`src/sv/ray_segment_nearest_hit_unit_assert.svh`:
```
// assertion macros for the ray segment nearest hit unit
// no dependencies; included by the top level only
`ifndef RAY_SEGMENT_NEAREST_HIT_UNIT_ASSERT_SVH
`define RAY_SEGMENT_NEAREST_HIT_UNIT_ASSERT_SVH
`ifndef ASSERT_OFF
// same-cycle implication
`define RSNH_ASSERT_IMPLY(label, clk, rst_n, ante, cons) \
	label: assert property (@(posedge clk) disable iff (!rst_n) (ante) |-> (cons)) \
		else $error("rsnh assertion failed");
// next-cycle implication
`define RSNH_ASSERT_NEXT(label, clk, rst_n, ante, cons) \
	label: assert property (@(posedge clk) disable iff (!rst_n) (ante) |=> (cons)) \
		else $error("rsnh assertion failed");
`else
`define RSNH_ASSERT_IMPLY(label, clk, rst_n, ante, cons)
`define RSNH_ASSERT_NEXT(label, clk, rst_n, ante, cons)
`endif
`endif

```
`src/sv/rsnh_pkg.sv`:
```
// shared widths, command and status types of the nearest hit unit
// no dependencies
`default_nettype none
package rsnh_pkg;
	localparam int COORD_W   = 24;
	localparam int DELTA_W   = COORD_W + 1;
	localparam int MAG_W     = DELTA_W + 1;
	localparam int MOP_W     = MAG_W + 1;
	localparam int PROD_W    = 2 * MOP_W;
	localparam int SPLIT_W   = MAG_W;
	localparam int NUM_W     = 2 * PROD_W - SPLIT_W;
	localparam int QUO_W     = MAG_W;
	localparam int REM_W     = PROD_W + 1;
	localparam int DIST_W    = MAG_W + 1;
	localparam int CNT_W     = 5;

	// multiplier product indices
	localparam logic [3:0] P_DEN_A = 4'd0;
	localparam logic [3:0] P_DEN_B = 4'd1;
	localparam logic [3:0] P_NA_A  = 4'd2;
	localparam logic [3:0] P_NA_B  = 4'd3;
	localparam logic [3:0] P_NB_A  = 4'd4;
	localparam logic [3:0] P_NB_B  = 4'd5;
	localparam logic [3:0] P_X_LO  = 4'd6;
	localparam logic [3:0] P_X_HI  = 4'd7;
	localparam logic [3:0] P_Y_LO  = 4'd8;
	localparam logic [3:0] P_Y_HI  = 4'd9;
	localparam logic [3:0] P_LAST  = 4'd10;

	typedef struct packed {
		logic       capture;
		logic       load_first;
		logic       calc_delta;
		logic       mul_issue;
		logic [3:0] mul_sel;
		logic       acc_en;
		logic [3:0] acc_sel;
		logic       norm;
		logic       num_fin;
		logic       div_init;
		logic       div_step;
		logic       upd;
		logic       out_load;
	} rsnh_cmd_t;

	typedef struct packed {
		logic hit_ok;
		logic den_nz;
	} rsnh_stat_t;

	function automatic logic [MAG_W-1:0] abs_delta(input logic signed [DELTA_W-1:0] d);
		logic [MAG_W-1:0] e;
		e = MAG_W'(unsigned'(d));
		if (d[DELTA_W-1]) begin
			e = {1'b0, -d};
		end
		if (d[DELTA_W-1]) begin
			e = MAG_W'(0) - {1'b1, d};
		end
		return e;
	endfunction
endpackage
`default_nettype wire

```
`src/sv/rsnh_ctrl.sv`:
```
// controller: sequences multiply, normalize, test, divide and update steps
// depends on rsnh_pkg
`default_nettype none
module rsnh_ctrl import rsnh_pkg::*; (
	input  wire logic       clk,
	input  wire logic       arst_n,
	input  wire logic       in_valid,
	input  wire logic       out_ready,
	input  wire rsnh_stat_t stat,
	output logic            in_ready,
	output logic            out_valid,
	output rsnh_cmd_t       cmd
);
	localparam logic [3:0] ST_IDLE  = 4'd0;
	localparam logic [3:0] ST_LOAD  = 4'd1;
	localparam logic [3:0] ST_DELTA = 4'd2;
	localparam logic [3:0] ST_MUL   = 4'd3;
	localparam logic [3:0] ST_NORM  = 4'd4;
	localparam logic [3:0] ST_TEST  = 4'd5;
	localparam logic [3:0] ST_LMUL  = 4'd6;
	localparam logic [3:0] ST_NUMF  = 4'd7;
	localparam logic [3:0] ST_DIVI  = 4'd8;
	localparam logic [3:0] ST_DIV   = 4'd9;
	localparam logic [3:0] ST_UPD   = 4'd10;
	localparam logic [3:0] ST_DONE  = 4'd11;

	// step after the last cross product
	localparam logic [3:0] P_NORM_END = P_NB_B + 4'd1;

	logic [3:0]       state_q, state_d;
	logic [CNT_W-1:0] cnt_q, cnt_d;
	logic             out_valid_q;

	assign in_ready  = (state_q == ST_IDLE);
	assign out_valid = out_valid_q;

	// next state and commands
	always_comb begin
		state_d = state_q;
		cnt_d   = cnt_q;
		cmd     = '0;
		case (state_q)
			ST_IDLE: begin
				cmd.capture = in_valid;
				if (in_valid) begin
					state_d = ST_LOAD;
				end
			end
			ST_LOAD: begin
				cmd.load_first = 1'b1;
				state_d = ST_DELTA;
			end
			ST_DELTA: begin
				cmd.calc_delta = 1'b1;
				cnt_d   = '0;
				state_d = ST_MUL;
			end
			ST_MUL, ST_LMUL: begin
				cmd.mul_sel   = cnt_q[3:0];
				cmd.acc_sel   = cnt_q[3:0] - 4'd1;
				cmd.mul_issue = (state_q == ST_MUL) ? (cnt_q[3:0] != P_NORM_END)
					: (cnt_q[3:0] != P_LAST);
				cmd.acc_en    = (state_q == ST_MUL) ? (cnt_q[3:0] != P_DEN_A)
					: (cnt_q[3:0] != P_X_LO);
				cnt_d = cnt_q + CNT_W'(1);
				if (state_q == ST_MUL && cnt_q[3:0] == P_NORM_END) begin
					state_d = ST_NORM;
				end else if (state_q == ST_LMUL && cnt_q[3:0] == P_LAST) begin
					state_d = ST_NUMF;
				end
			end
			ST_NORM: begin
				cmd.norm = 1'b1;
				state_d = ST_TEST;
			end
			ST_TEST: begin
				cnt_d   = CNT_W'(P_X_LO);
				state_d = stat.hit_ok ? ST_LMUL : ST_DONE;
			end
			ST_NUMF: begin
				cmd.num_fin = 1'b1;
				state_d = ST_DIVI;
			end
			ST_DIVI: begin
				cmd.div_init = 1'b1;
				cnt_d   = '0;
				state_d = ST_DIV;
			end
			ST_DIV: begin
				cmd.div_step = 1'b1;
				cnt_d = cnt_q + CNT_W'(1);
				if (cnt_q == CNT_W'(QUO_W - 1)) begin
					state_d = ST_UPD;
				end
			end
			ST_UPD: begin
				cmd.upd = 1'b1;
				state_d = ST_DONE;
			end
			ST_DONE: begin
				if (!out_valid_q || out_ready) begin
					cmd.out_load = 1'b1;
					state_d = ST_IDLE;
				end
			end
			default: state_d = ST_IDLE;
		endcase
	end

	// state, step counter and result valid
	always_ff @(posedge clk or negedge arst_n) begin
		if (!arst_n) begin
			state_q     <= ST_IDLE;
			cnt_q       <= '0;
			out_valid_q <= 1'b0;
		end else begin
			state_q <= state_d;
			cnt_q   <= cnt_d;
			if (cmd.out_load) begin
				out_valid_q <= 1'b1;
			end else if (out_ready) begin
				out_valid_q <= 1'b0;
			end
		end
	end
endmodule
`default_nettype wire

```
`config.mk`:
```
export PLATFORM = sky130hd
export DESIGN_NAME = rsnh_ctrl
export DESIGN_NICKNAME = d
export VERILOG_FILES = /design/src/sv/ray_segment_nearest_hit_unit_assert.svh /design/src/sv/rsnh_pkg.sv /design/src/sv/rsnh_ctrl.sv
export SDC_FILE = /design/constraint.sdc
export NUM_CORES = 1
export LEC_CHECK = 0
export BUFFER_PORTS_ARGS = -buffer_cell sky130_fd_sc_hd__buf_2
export CAP_MARGIN = 15
export CORE_UTILIZATION = 50
export DETAILED_ROUTE_END_ITERATION = 6
export GPL_ROUTABILITY_DRIVEN = 1
export PLACE_DENSITY = 0.86
export SETUP_SLACK_MARGIN = 0.4
export SYNTH_ARGS = -nofsm -noshare
export SYNTH_HDL_FRONTEND = slang
export SYNTH_SLANG_ARGS = --single-unit
```
`constraint.sdc`:
```
create_clock -name clk -period 4.9 [get_ports clk]
set_clock_uncertainty 0.15 [all_clocks]
set_input_delay 0.245 -clock clk [delete_from_list [all_inputs] [get_ports clk]]
set_output_delay 0.245 -clock clk [all_outputs]
set_load 0.01 [all_outputs]
```
Word level (Yosys, flattened, before mapping)
Index checks and enable logic that the tools add are counted.
- eq/ne operators: 20
- $add $sub $neg: 2
- mux-type cells: 23
- reduce and logical (&&, ||, !) cells: 12
- operator list (operator ; count):
    4-bit one-hot mux with 11 select lines ; 1
    4-bit two-way mux ; 6
    4-bit by 3-bit == test with 1-bit output, second input constant ; 5
    4-bit == test, second input constant ; 5
    5-bit one-hot mux with 3 select lines ; 1
    1-bit two-way mux ; 14
    10-bit two-way mux ; 1
    4-bit by 2-bit == test with 1-bit output, second input constant ; 2
    2-bit != test, second input constant ; 3
    5-bit by 1-bit adder with 5-bit output, second input constant ; 1
    5-bit == test, second input constant ; 1
    4-bit by 1-bit == test with 1-bit output, second input constant ; 1
    4-bit zero test ; 1
    4-bit by 3-bit != test with 1-bit output, second input constant ; 1
    4-bit != test, second input constant ; 1
    4-bit AND reduction ; 1
    4-bit nonzero test ; 1
    2-bit OR reduction ; 2
    4-bit by 1-bit subtractor with 4-bit output, second input constant ; 1
    3-bit != test, second input constant ; 1
    3-bit nonzero test ; 1
    3-bit OR reduction ; 1
    1-bit logical AND ; 2
    2-bit nonzero test ; 1
    2 further kinds ; 2
- output and inout port bits: 21
- input bits: 6
- flip-flop bits (word level): 10

Longest topological paths before layout
Gate-level depths: netlist of run 1.
- depth after elaboration: 5
- depth in mapped cells: 7
- depth with buffers taken out: 6

Worst setup path before layout of run 1
Ideal clock, no wire load.
- path type: reg-to-reg
- from: register cnt_q[0]
- to: register state_q[0]
- clock period less this slack: 1835 ps
- setup time: 128 ps
- stages on the path, launching flop included: 8
- arrival time: 1557 ps
- path buffers: 1
- data required time: 4622 ps
- setup slack: 3065 ps
- cells stage by stage: dfrtp_1 > buf_4 > inv_1 > ha_1 > nand3b_1 > a32o_2 > a221oi_1 > o2bb2ai_1
- word-level cells in the longest chain between the ends: 4
- elaborated cells on any way between the ends: 10
- RTL lines (item ; RTL line ; source):
    start, declared ; rsnh_ctrl.sv:31 ; logic [CNT_W-1:0] cnt_q, cnt_d;
    start signal, assigned ; rsnh_ctrl.sv:118 ; cnt_q <= cnt_d;
    4-bit by 3-bit == test with 1-bit output or 4-bit == test (tied branches) ; rsnh_ctrl.sv:66, rsnh_ctrl.sv:68 ;
    1-bit logical AND (on tied branches) ; rsnh_ctrl.sv:66, rsnh_ctrl.sv:68 ;
    4-bit two-way mux or 3-bit != test (tied branches) ; - ;
    4-bit one-hot mux with 11 select lines or 4-bit AND reduction (tied branches) ; - ;
    end signal, assigned ; rsnh_ctrl.sv:117 ; state_q <= state_d;
    end, declared ; rsnh_ctrl.sv:30 ; logic [3:0] state_q, state_d;
Parallel ways exist; a longest one is shown, timed or not.
A chain may end at the register's enable or synchronous reset.

==> results of run 1 <==
==> registers in the layout, summed over array words and instances, names as in the netlist <==
signal	flops
cnt_q	5
out_valid	1
state_q	4
==> routing by layer <==
metal | wire (microns) | global-route usage [%] | vias up
met4 | 43 | 11.7 | 0
met1 | 1380 | 33.8 | 635
met3 | 215 | 3.87 | 8
met5 | 0 | 0 | -
li1 | - | - | 623
met2 | 1590 | 44.5 | 51
==> tightest hold or removal path, stage by stage <==
cell and delay [ns]:
buf_2 0.10, inv_1 0.06, a221oi_2 0.06, o2bb2ai_1 0.12
==> cells by family after synthesis <==
| group | after synthesis |
|---|---|
| buffers and inverters | 22 |
| xor gates and xnor gates | 2 |
| DFF | 10 |
| and+or+nand+nor | 74 |
| muxes | 1 |
| AOI/OAI and AO/OA | 46 |
| adders and majority gates | 5 |
==> worst max path at each step <==
stage | end | start | slack, ns
after global placement | cmd[8] | state_q[1] | 2.73
final | cmd[9] | state_q[1] | 2.36
after floorplan | state_q[0] | cnt_q[0] | 3.06
after CTS | cmd[8] | state_q[1] | 2.38
after global routing | cmd[9] | state_q[1] | 2.20
after detailed placement | state_q[2] | state_q[3] | 2.66
==> placed cells by master (no fill, tap or decap), types with 3 or more instances in the layout <==
cell type / netlist / layout
clkbuf_4: 0 / 3
nor2_1: 23 / 23
a32oi_1: 4 / 4
nand3_1: 3 / 3
and2_1: 4 / 4
nand2_1: 9 / 9
ha_1: 5 / 5
a221o_1: 3 / 3
dfrtp_1: 10 / 10
nor2b_1: 6 / 6
inv_1: 7 / 7
buf_2: 7 / 25
and3_1: 3 / 3
nor3_1: 8 / 8
a21oi_1: 7 / 7
a221oi_1: 3 / 3
nand2b_1: 3 / 3
o21ai_0: 9 / 9
==> metrics by stage <==
| step | instances | util, % | setup slack [ns] |
|---|---|---|---|
| after global routing | 203 | 59.1 | 2.20 |
| after CTS | 203 | 59.1 | 2.38 |
| after global placement | 198 | 57.0 | 2.73 |
| final | 203 | 59.1 | 2.36 |
| after floorplan | 160 | - | 3.06 |
| after detailed placement | 198 | 57.0 | 2.66 |
==> power groups by stage <==
stage                     registers, W  clock network, W  logic [W]
after floorplan               0.000150                 0   0.000515
after global placement        0.000256                 0   0.000497
after detailed placement      0.000261                 0   0.000514
after CTS                     0.000259         0.0000836   0.000519
after global routing          0.000281         0.0000850   0.000580
final                         0.000265         0.0000833   0.000524
==> layout make-up <==
| class | instances | area [sq um] |
|---|---|---|
| repair buffers | 26 | 135 |
| flip-flops and latches | 10 | 250 |
| clock buffers | 4 | 36.3 |
| fillers | 210 | 922 |
| well taps | 28 | 35.0 |
| multi-input cells | 128 | 850 |
| inverters | 7 | 26.3 |
==> results.md, run 1 <==
* Crit path max-delay family: flip-flops
* Root Buffer: clkbuf_4
* IO Count at 27
* Top-area cell type share of the netlist area at 20.6%
* # resized after CTS at 0
* Drt pass-1 iters at 4
* Levels on crit path at 4
* Reg power frac at 30.4%
* Sw Ratio at 54.5%
* Initial antenna violation count at 0
* Hold path depth at 4
* Vias at 1,317
* XOR/XNOR share of the synthesized area at 1.44%
* Flop2flop setup slack at 2.63 ns
* Final Max Tran Viols at 0
* Detail Route Antenna Nets at 0
* Avg WL per Cell at 15.9 microns
* Final wirelength at 3230 microns
* F_max at 394 MHz
* Synth area leaders: dfrtp_1 21%, nor2_1 7.1%, ha_1 5.1%, o21ai_0 3.7%, nor3_1 3.3%
* Rel. slew slack at 39.6%
* Tot Pwr at 0.000872 W
* Power share of the combinational group at 60.1%
* Post-Syn Instances at 160
* DRC at 0
* Number of synthesized flops with an enable pin at 0
* Largest family of logic cells by synthesized area: simple AND/OR/NAND/NOR gates
* CTS tree: built
* Initial DRC count at 37
* CP cell instances: nand2b_1 > or2_1 > nor2_1 > buf_2
* CTS Buf Count at 3
* Synthesized flop and latch total at 10
* Area delta synth->final at 9.68%
* RSZ-0062 raised after global routing: no
* Total of max-cap violations at 0
* Post-CTS setup buffer count at 0
* Tmin final at 2.54 ns
* Max incr delay on CP at 0.94 ns
* CP Class: reg2out
* Top_reg_cell synth: dfrtp_1
* Cell area after layout at 1330 sq um
* # nets final at 187
* Worst R2R Path Depth at 4
* Outcome: completed
* DR vias/cell at 6.49
* Count leader, synth: nor2_1
* Sequential area share after synthesis at 20.6%
* Share of layout cells above drive strength 1 at 18.9%
* Mux contribution to synthesized area at 0.824%
* Int Power at 0.000397 W
* Port bufs at 25
* Post-Place Cell Area at 1290 sq um
* Distinct cells, synth at 51
* Cell accounting for the most synthesized area: dfrtp_1
* First-pass GRT wire length at 5390 microns
* Compound-Gate Fraction of Synth Area at 29.9%
* Post-synth ARST share at 100%
* Setup_tns at 0 ns
* Power Density at 654 nW/um^2
* Gr usage total at 26.6%
* P_sw at 0.000475 W
* Die X-Extent at 51.3 microns
* ANT cells at 0
* Dpl hpwl at 2170 microns
* Sink Count at 10
* Commonest cells post-synth: 23 x nor2_1, 10 x dfrtp_1, 9 x nand2_1, 9 x o21ai_0, 8 x nor3_1
* Worst Hold Launch: in_valid
* Pleak at 0.602 nW
* Die H at 51.3 microns
* Tcrit/Tclk final at 51.8%
* Reg-to-Reg End: state_q[2]
* Clock slew at reported path FFs at 0.09 ns
* Worst-margin pin slew at 0.906 ns
* Final setup fails at 0
* Min Hold Slack at 0.194 ns
* Die footprint at 2630 sq um
* Tightest Hold Check Type: in2reg
* CP max-delay cell: dfrtp_1
* Critical Path RT at 4.51 ns
* R2R Path Start: state_q[3]
* Synth Area in Adders at 5.15%
* Clock Path Buffers at 2
* Hold buffers post-CTS at 1
* Starting Density at 53.9%
* Vias in the first global route at 1,233
* Avg Cell Area, Syn at 7.59 sq um
* Simple-Gate Fraction of Synth Area at 32.6%
* Startpoint types: flip-flop
* Critical Path AT at 2.14 ns
* Yosys warning total at 0
* Core area at 2250 sq um
* Clk Latency, worst-skew pair at 0.28 ns
* Crit path max fanout at 30
* Final GP Congestion at 0.836
* Grt total ovfl at 0
* Maximum vdd drop at 0.000404 V
* Final Hold Vio Count at 0
* Worst Hold Endpoint: state_q[0]
* Post-Syn Nets at 171
* Worst setup EP type: primary output
* Clock network power share at 9.6%
* Worst path bufs/invs at 1
* Pin count of the biggest net entering global routing at 31
* H-tree depth at 1
* Cell Area, Synth at 1210 sq um
* Num rows at 17
No activity file was read; power rests on OpenSTA's default activity.
==> run 2, diff against run 1 <==
Settings changed: ABC_AREA set to 1, CORE_UTILIZATION 50 to 47, PLACE_DENSITY 0.86 to 0.87.
Clock period 4.9 ns to 2.3 ns, I/O delays scaled along.
==> run 2 against run 1 <==
Compared with the run above:
- clock power rose by 81%
- hold slack got worse by 0.11 ns
- sequential power rose by 46%
- die area fell by 12%
- wire length fell by 24%
- critical path type unchanged
==> results.md, run 2 <==
* Avg Cell Area, Syn at 6.43 sq um (-15%)
* # nets final at 201 (+7.5%)
* Clk Latency, worst-skew pair at 0.26 ns (-0.02 ns)
* Maximum vdd drop at 0.000825 V (+100%)
* Tot Pwr at 0.00179 W (+110%)
* P_sw at 0.000979 W (+110%)
* Outcome: completed
* Number of synthesized flops with an enable pin at 0 (unchanged)
* Final Hold Vio Count at 0 (unchanged)
* CP Class: reg2out
* Commonest non-fill, non-tap cell in the layout: nand2_1
* Avg WL per Cell at 11.4 microns (-28%)
* Die X-Extent at 48.1 microns (-6.3%)
* Clock Path Buffers at 2 (unchanged)
* Rel. slew slack at 80.0% (+40 points)
* Pin count of the biggest net entering global routing at 11 (-65%)
* Final Max Tran Viols at 0 (unchanged)
* CTS Buf Count at 3 (unchanged)
* Setup_tns at 0 ns (unchanged)
* DR vias/cell at 5.06 (-22%)
* Most frequent cells in the layout: 46 x nand2_1, 25 x buf_2, 20 x nor2_1, 17 x inv_1, 13 x nand3_1
* Commonest cells post-synth: 47 x nand2_1, 22 x nor2_1, 19 x inv_1
* Clock slew at reported path FFs at 0.06 ns (-0.03 ns)
* Worst setup EP type: primary output
* CP max-delay cell: dfrtp_1
* Pleak at 0.736 nW (+22%)
* Final setup fails at 0 (unchanged)
* Sw Ratio at 54.7% (+0.20 points)
* Tcrit/Tclk final at 79.9%
* Top_reg_cell synth: dfrtp_1
* Cell Area, Synth at 997 sq um (-18%)
* RSZ-0062 raised after global routing: no
* Critical Path RT at 2.04 ns (-2.47 ns)
* Tmin final at 1.84 ns
* Cell area after layout at 1260 sq um (-5.4%)
* Initial antenna violation count at 0 (unchanged)
* Sequential area share after synthesis at 25.1% (+4.5 points)
* Synthesized flop and latch total at 10 (unchanged)
* Int Power at 0.000811 W (+100%)
* Multi-input gate area at 681 sq um (-20%)
* Post-Syn Nets at 166 (-2.9%)
* Cell mode on critical path: inv_2
* Num rows at 16 (-1)
* Cell accounting for the most synthesized area: dfrtp_1
* FF/Latch Area at 255 sq um (+2.0%)
* F_max at 544 MHz
* Reg with most FFs: cnt_q
* Area delta synth->final at 26.3%
* Crit path max-delay family: simple AND/OR/NAND/NOR gates
* Share of layout cells above drive strength 1 at 32.3% (+13 points)
* Die footprint at 2310 sq um (-12%)
* Post-synth ARST share at 100% (unchanged)
* CP cell instances: inv_2 > nor2_4 > nand2_2 > nand2_4 > inv_2 > nor3_2 > buf_2
* Post-Place Cell Area at 1150 sq um (-11%)
* Root Buffer: clkbuf_4
* Die H at 48.1 microns (-6.3%)
* Sink Count at 10 (unchanged)
* Final GP Congestion at 0.850 (+1.7%)
* Yosys warning total at 0 (unchanged)
* Worst path bufs/invs at 3 (+2)
* Gr usage total at 22.5% (-4.1 points)
* Vias in the first global route at 923 (-25%)
* Crit path max fanout at 9 (-70%)
* Post-Route Utilization at 63.6% (+4.5 points)
* Max FFs per register at 5 (unchanged)
* First-pass GRT wire length at 3650 microns (-32%)
* Drt pass-1 iters at 4 (unchanged)
* Total of max-cap violations at 0 (unchanged)
* Min Hold Slack at 0.0825 ns (-0.112 ns)
* Count leader, synth: nand2_1
* Critical Path AT at 1.57 ns (-0.57 ns)
* H-tree depth at 1 (unchanged)
* Synth area leaders: dfrtp_1 25%, nand2_1 18%, nor2_1 8.3%, inv_1 7.2%, nand3_1 6.5%
* Post-Syn Instances at 155 (-3.1%)
* Starting Density at 50.3% (-3.6 points)
* Reg power frac at 21.7% (-8.7 points)
* Max incr delay on CP at 0.41 ns (-0.53 ns)
* Startpoint types: flip-flop
* Power share of the combinational group at 69.9% (+9.8 points)
* Detail Route Antenna Nets at 0 (unchanged)
* CTS tree: built
* Clock network power share at 8.5% (-1.1 points)
* Final wirelength at 2470 microns (-24%)
* Distinct cells, synth at 24 (-53%)
* Dpl hpwl at 1940 microns (-10%)
* Power Density at 1420 nW/um^2 (+120%)
* Fillcell total at 184 (-12%)
* Tightest Hold Check Type: in2async
* ANT cells at 0 (unchanged)
* Core area at 1980 sq um (-12%)
* DRC at 0 (unchanged)
* IO Count at 27 (unchanged)
* Top-area cell type share of the netlist area at 25.1% (+4.5 points)
* Vias at 1,092 (-17%)
* Worst-margin pin slew at 0.299 ns (-0.606 ns)
* Initial DRC count at 43 (+16%)
* Port bufs at 25 (unchanged)
* Grt total ovfl at 0 (unchanged)
==> run 2: cell count changes after synthesis, moves of 5 or more <==
cell     delta
o21ai_0     -7
nand2_1    +38
nor2b_1     -6
nand3_1    +10
inv_1      +12
buf_2       -6
a21oi_1     -5
==> run 2: power groups by stage <==
stage               Combinational (W)  Sequential [W]  Clock [W]
floorplan                    0.000921        0.000322          0
finish                        0.00125        0.000388   0.000151
CTS                           0.00119        0.000366   0.000158
global route                  0.00139        0.000395   0.000171
global placement              0.00113        0.000365          0
detailed placement            0.00118        0.000366          0
==> run 2: cell type report <==
cell class                 instances  share of cell area [%]
sequential                        10                    20.3
timing repair buffer              31                    13.9
tap                               27                    2.68
clock buffer                       4                    2.88
multi-input combinational        123                    54.0
inverter                          21                    6.26
==> run 2: worst paths after layout <==
path,start,to,slack (ns),cells past startpoint
worst max register to register,state_q[1],cnt_q[2],0.70,8
worst min register to register,out_valid,out_valid,0.40,2
min in group clk,stat[1],state_q[2],0.09,5
worst max-delay path,state_q[2],cmd[9],0.46,7
worst min-delay path,arst_n,state_q[3],0.08,2
max in group asynchronous,arst_n,cnt_q[0],1.72,2
==> run 2: per-stage QoR <==
| stage | std cells | setup slack, ns |
|---|---|---|
| detailed placement | 206 | 0.621 |
| global route | 216 | 0.383 |
| floorplan | 155 | 0.776 |
| global placement | 206 | 0.673 |
| finish | 216 | 0.462 |
| CTS | 212 | 0.405 |
==> run 2: cell families after synthesis <==
group | Yosys count | share of synthesized area (%)
AOI/OAI and AO/OA | 6 | 3.51
xor gates and xnor gates | 4 | 3.51
adders and majority gates | 5 | 6.27
buffers and inverters | 22 | 8.41
DFF | 10 | 25.1
and+or+nand+nor | 108 | 53.2
==> run 2: metal layers <==
| layer | GRT usage (%) | up-vias | share of wire, % |
|---|---|---|---|
| met3 | 5.66 | 0 | 5.1 |
| met4 | 0.556 | 0 | 0 |
| met1 | 25.0 | 502 | 42 |
| li1 | - | 556 | - |
| met5 | 0 | - | 0 |
| met2 | 44.9 | 34 | 53 |
==> run 2: repair_timing <==
| item | 4_1_cts | 5_1_grt |
|---|---|---|
| endpoints found under the setup margin | 1 | 4 |
| setup buffers | 0 | 4 |
| resized for setup | 2 | 9 |
| hold endpoints to repair | 11 | 0 |
| hold buffers | 2 | 0 |
| pin swaps | 0 | 3 |
==> run 3, diff against run 2 <==
Settings changed: ABC_AREA 1 to 0, CORE_UTILIZATION 47 to 50, PLACE_DENSITY 0.87 to 0.86.
Clock period 2.3 ns to 1.8 ns, I/O delays scaled along.
==> run 3 against run 2 <==
Compared with the run above:
- the run now fails in global routing
- synthesized area up 22%
- synthesized cell count grew 3.2%
==> results.md, run 3 <==
* H-tree depth at 1 (unchanged)
* Failed at: global routing
* Yosys warning total at 0 (unchanged)
* Final GP Congestion at 0.883 (+3.8%)
* Number of synthesized flops with an enable pin at 0 (unchanged)
* Root Buffer: clkbuf_4
* Synthesized flop and latch total at 10 (unchanged)
* Count leader, synth: nor2_1
* Port bufs at 25 (unchanged)
* Avg Cell Area, Syn at 7.59 sq um (+18%)
* Pin count of the biggest net entering global routing at 11
* Sequential area share after synthesis at 20.6% (-4.5 points)
* Post-synth ARST share at 100% (unchanged)
* Starting Density at 53.9% (+3.6 points)
* Outcome: aborted with a tool error
* Cell accounting for the most synthesized area: dfrtp_1
* Post-Syn Instances at 160 (+3.2%)
* IO Count at 27 (unchanged)
* Worst EP Category: primary output
* Die H at 51.3 microns (+6.7%)
* Synth area leaders: dfrtp_1 21%, nor2_1 7.1%, ha_1 5.1%, o21ai_0 3.7%, nor3_1 3.3%
* Top-area cell type share of the netlist area at 20.6% (-4.5 points)
* Num rows at 17 (+1)
* Top_reg_cell synth: dfrtp_1
* Distinct cells, synth at 51 (+110%)
* Tool error: [ERROR DPL-0038] Utilization greater than 100%, impossible to legalize
* Post-Syn Nets at 171 (+3.0%)
* Commonest cells post-synth: 23 x nor2_1, 10 x dfrtp_1, 9 x nand2_1, 9 x o21ai_0, 8 x nor3_1
* Clock Path Buffers at 2 (unchanged)
* Post-Place Setup Slack at -0.0211 ns (-0.642 ns)
* Cell Area, Synth at 1210 sq um (+22%)
* Worst endpoint, post-GRT repair: cmd[1]
* Die X-Extent at 51.3 microns (+6.7%)
* Dpl hpwl at 3030 microns (+56%)
* CTS Buf Count at 3 (unchanged)
* Sink Count at 10 (unchanged)
## run 3: changes by cell type after synthesis, sizes merged, moves of 6 or more
cell	change
buf	+11
nand2	-44
nor2b	+6
nor2	-7
o21ai	+6
nand3	-11
inv	-14
## run 3: metrics by stage
stage	TNS [ns]	std cells	cell area (sq um)	utilization [%]
4_1_cts	0	257	2020	89.6
3_5_place_dp	-0.0296	227	1590	70.5
3_3_place_gp	0	227	1590	70.5
2_1_floorplan	0	160	1310	-
## run 3: timing repair
action	4_1_cts
resized for setup	53
setup buffers	25
setup endpoints to repair	29
endpoints found under the hold margin	10
pin swaps	19
hold buffers	1
## run 3: cells by family after synthesis
group | share of synthesized area, %
xor+xnor | 1.44
flops | 20.6
fa+ha+maj | 5.15
buf+inv | 9.47
compound gates | 29.9
mux | 0.824
simple gates | 32.6
==> run 4, diff against run 3 <==
Settings changed: CORE_AREA set to 2 2 63 65, CORE_UTILIZATION 50 to unset, DIE_AREA set to 0 0 65 67, PLACE_DENSITY 0.86 to unset, PLACE_DENSITY_LB_ADDON set to 0.15, SETUP_SLACK_MARGIN 0.4 to unset.
==> run 4 against run 3 <==
Compared with the run above:
- the flow now finishes, with violations (setup timing)
==> results.md, run 4 (same netlist as run 1, synthesis figures left out) <==
* Crit path max fanout at 6
* Detail Route Antenna Nets at 0
* H-tree depth at 1 (unchanged)
* Final wirelength at 4060 microns
* Port bufs at 25 (unchanged)
* Worst-margin pin slew at 0.287 ns
* Area delta synth->final at 49.9%
* Tightest Hold Check Type: in2reg
* Vias in the first global route at 1,424
* Final setup fails at 5
* Rel. slew slack at 80.6%
* Worst R2R Path Depth at 5
* R2R Path Start: state_q[0]
* Final Max Tran Viols at 0
* Pleak at 0.832 nW
* Final Hold Vio Count at 0
* Commonest non-fill, non-tap cell in the layout: buf_4
* CTS Buf Count at 3 (unchanged)
* ANT cells at 0
* Gr usage total at 19.7%
* Num rows at 22 (+5)
* Flop2flop setup slack at 0.01 ns
* Hold path depth at 4
* Initial DRC count at 61
* Max FFs per register at 5
* DRC at 0
* Post-Place Cell Area at 1530 sq um (-3.9%)
* Share of layout cells above drive strength 1 at 43.7%
* Outcome: finished with violations
* Maximum vdd drop at 0.000612 V
* Root Buffer: clkbuf_8
* Startpoint types: flip-flop
* Final GP Congestion at 0.852 (-3.5%)
* Tmin final at 1.82 ns
* Reg-to-Reg End: cnt_q[3]
* CP Class: reg2out
* Clock Path Buffers at 2 (unchanged)
* Clk Latency, worst-skew pair at 0.24 ns
* # nets final at 225
* Pin count of the biggest net entering global routing at 17
* Fillcell total at 349
* Violated checks: setup timing
* Drt pass-1 iters at 4
* Power Density at 1850 nW/um^2
* Most frequent cells in the layout: 30 x buf_4, 25 x buf_2, 21 x nor2_1, 9 x o21ai_0, 8 x nand2_1
* Initial antenna violation count at 0
* Layout Cells excl Fill at 261
* RSZ-0062 raised after global routing: yes
* Min Hold Slack at 0.0947 ns
* CTS tree: built
* Die X-Extent at 65 microns (+27%)
* DR vias/cell at 5.60
* Dpl hpwl at 2860 microns (-5.6%)
* Grt total ovfl at 0
* F_max at 548 MHz
* Die H at 67 microns (+31%)
* Starting Density at 33.7% (-20 points)
* Sink Count at 10 (unchanged)
* Die footprint at 4360 sq um
* Core area at 3610 sq um
* Critical Path RT at 1.56 ns
* Crit path from: state_q[3]
* Setup_tns at -0.0656 ns
* IO Count at 27 (unchanged)
* PnR worst setup slack at -0.0233 ns
* Worst setup EP type: primary output
* Total of max-cap violations at 0
* Cell area after layout at 1820 sq um
* Placed insts at 242 (+6.6%)
* Critical Path AT at 1.58 ns
* Reg with most FFs: cnt_q
* First-pass GRT wire length at 6510 microns
* Clock slew at reported path FFs at 0.06 ns
* Avg WL per Cell at 15.6 microns
* Tcrit/Tclk final at 101%
* Crit path to: cmd[7]
* Vias at 1,462
-- run 4: worst min-delay path by stage --
stage / start / end / slack (ns)
6_report: in_valid / state_q[0] / 0.09
5_1_grt: arst_n / out_valid / 0.13
4_1_cts: in_valid / state_q[0] / 0.09
3_5_place_dp: arst_n / cnt_q[3] / -0.16
3_3_place_gp: arst_n / cnt_q[3] / -0.16
2_1_floorplan: arst_n / cnt_q[0] / -0.36
-- run 4: worst max-delay path: stages, from the launching register on --
cell      delay (ns)
dfrtp_2         0.42
buf_4           0.15
nand2b_2        0.23
or2_4           0.30
nor2_1          0.10
buf_2           0.14
-- run 4: through the flow --
step / utilization (%) / setup slack [ns] / total power, W
2_1_floorplan: - / 0.0223 / 0.00181
3_3_place_gp: 42.4 / 0.0441 / 0.00252
3_5_place_dp: 42.4 / 0.0140 / 0.00256
4_1_cts: 46.8 / -0.0169 / 0.00311
5_1_grt: 50.5 / -0.0957 / 0.00366
6_report: 50.5 / -0.0233 / 0.00337
-- run 4: power by group --
group | total, W | internal [W] | switching (W)
combinational | 0.00262 | 0.00130 | 0.00131
clock | 0.000301 | 0.000194 | 0.000107
sequential | 0.000454 | 0.000326 | 0.000127
total | 0.00337 | 0.00182 | 0.00155
-- run 4: final cells by class --
type | count | area (sq um) | area share [%]
multi-input cells | 128 | 912 | 50.1
inverters | 7 | 31.3 | 1.72
repair buffers | 64 | 507 | 27.8
well taps | 48 | 60.1 | 3.30
clock buffers | 4 | 55.1 | 3.02
flip-flops and latches | 10 | 256 | 14.1
-- run 4: timing repair --
action	CTS	global route
hold buffers	1	0
setup buffers	4	10
resized for setup	8	20
hold endpoints to repair	10	0
gates cloned	1	0
pin swaps	0	7
setup endpoints to repair	11	23
-- run 4: routing by layer --
layer / global-route usage (%) / routed length [microns] / part of all wire (%) / up-vias
li1: - / - / - / 702
met2: 33.6 / 2030 / 50 / 51
met3: 4.73 / 253 / 6.2 / 8
met1: 23.5 / 1720 / 42 / 701
met5: 0 / 0 / 0 / -
met4: 8.24 / 59 / 1.5 / 0
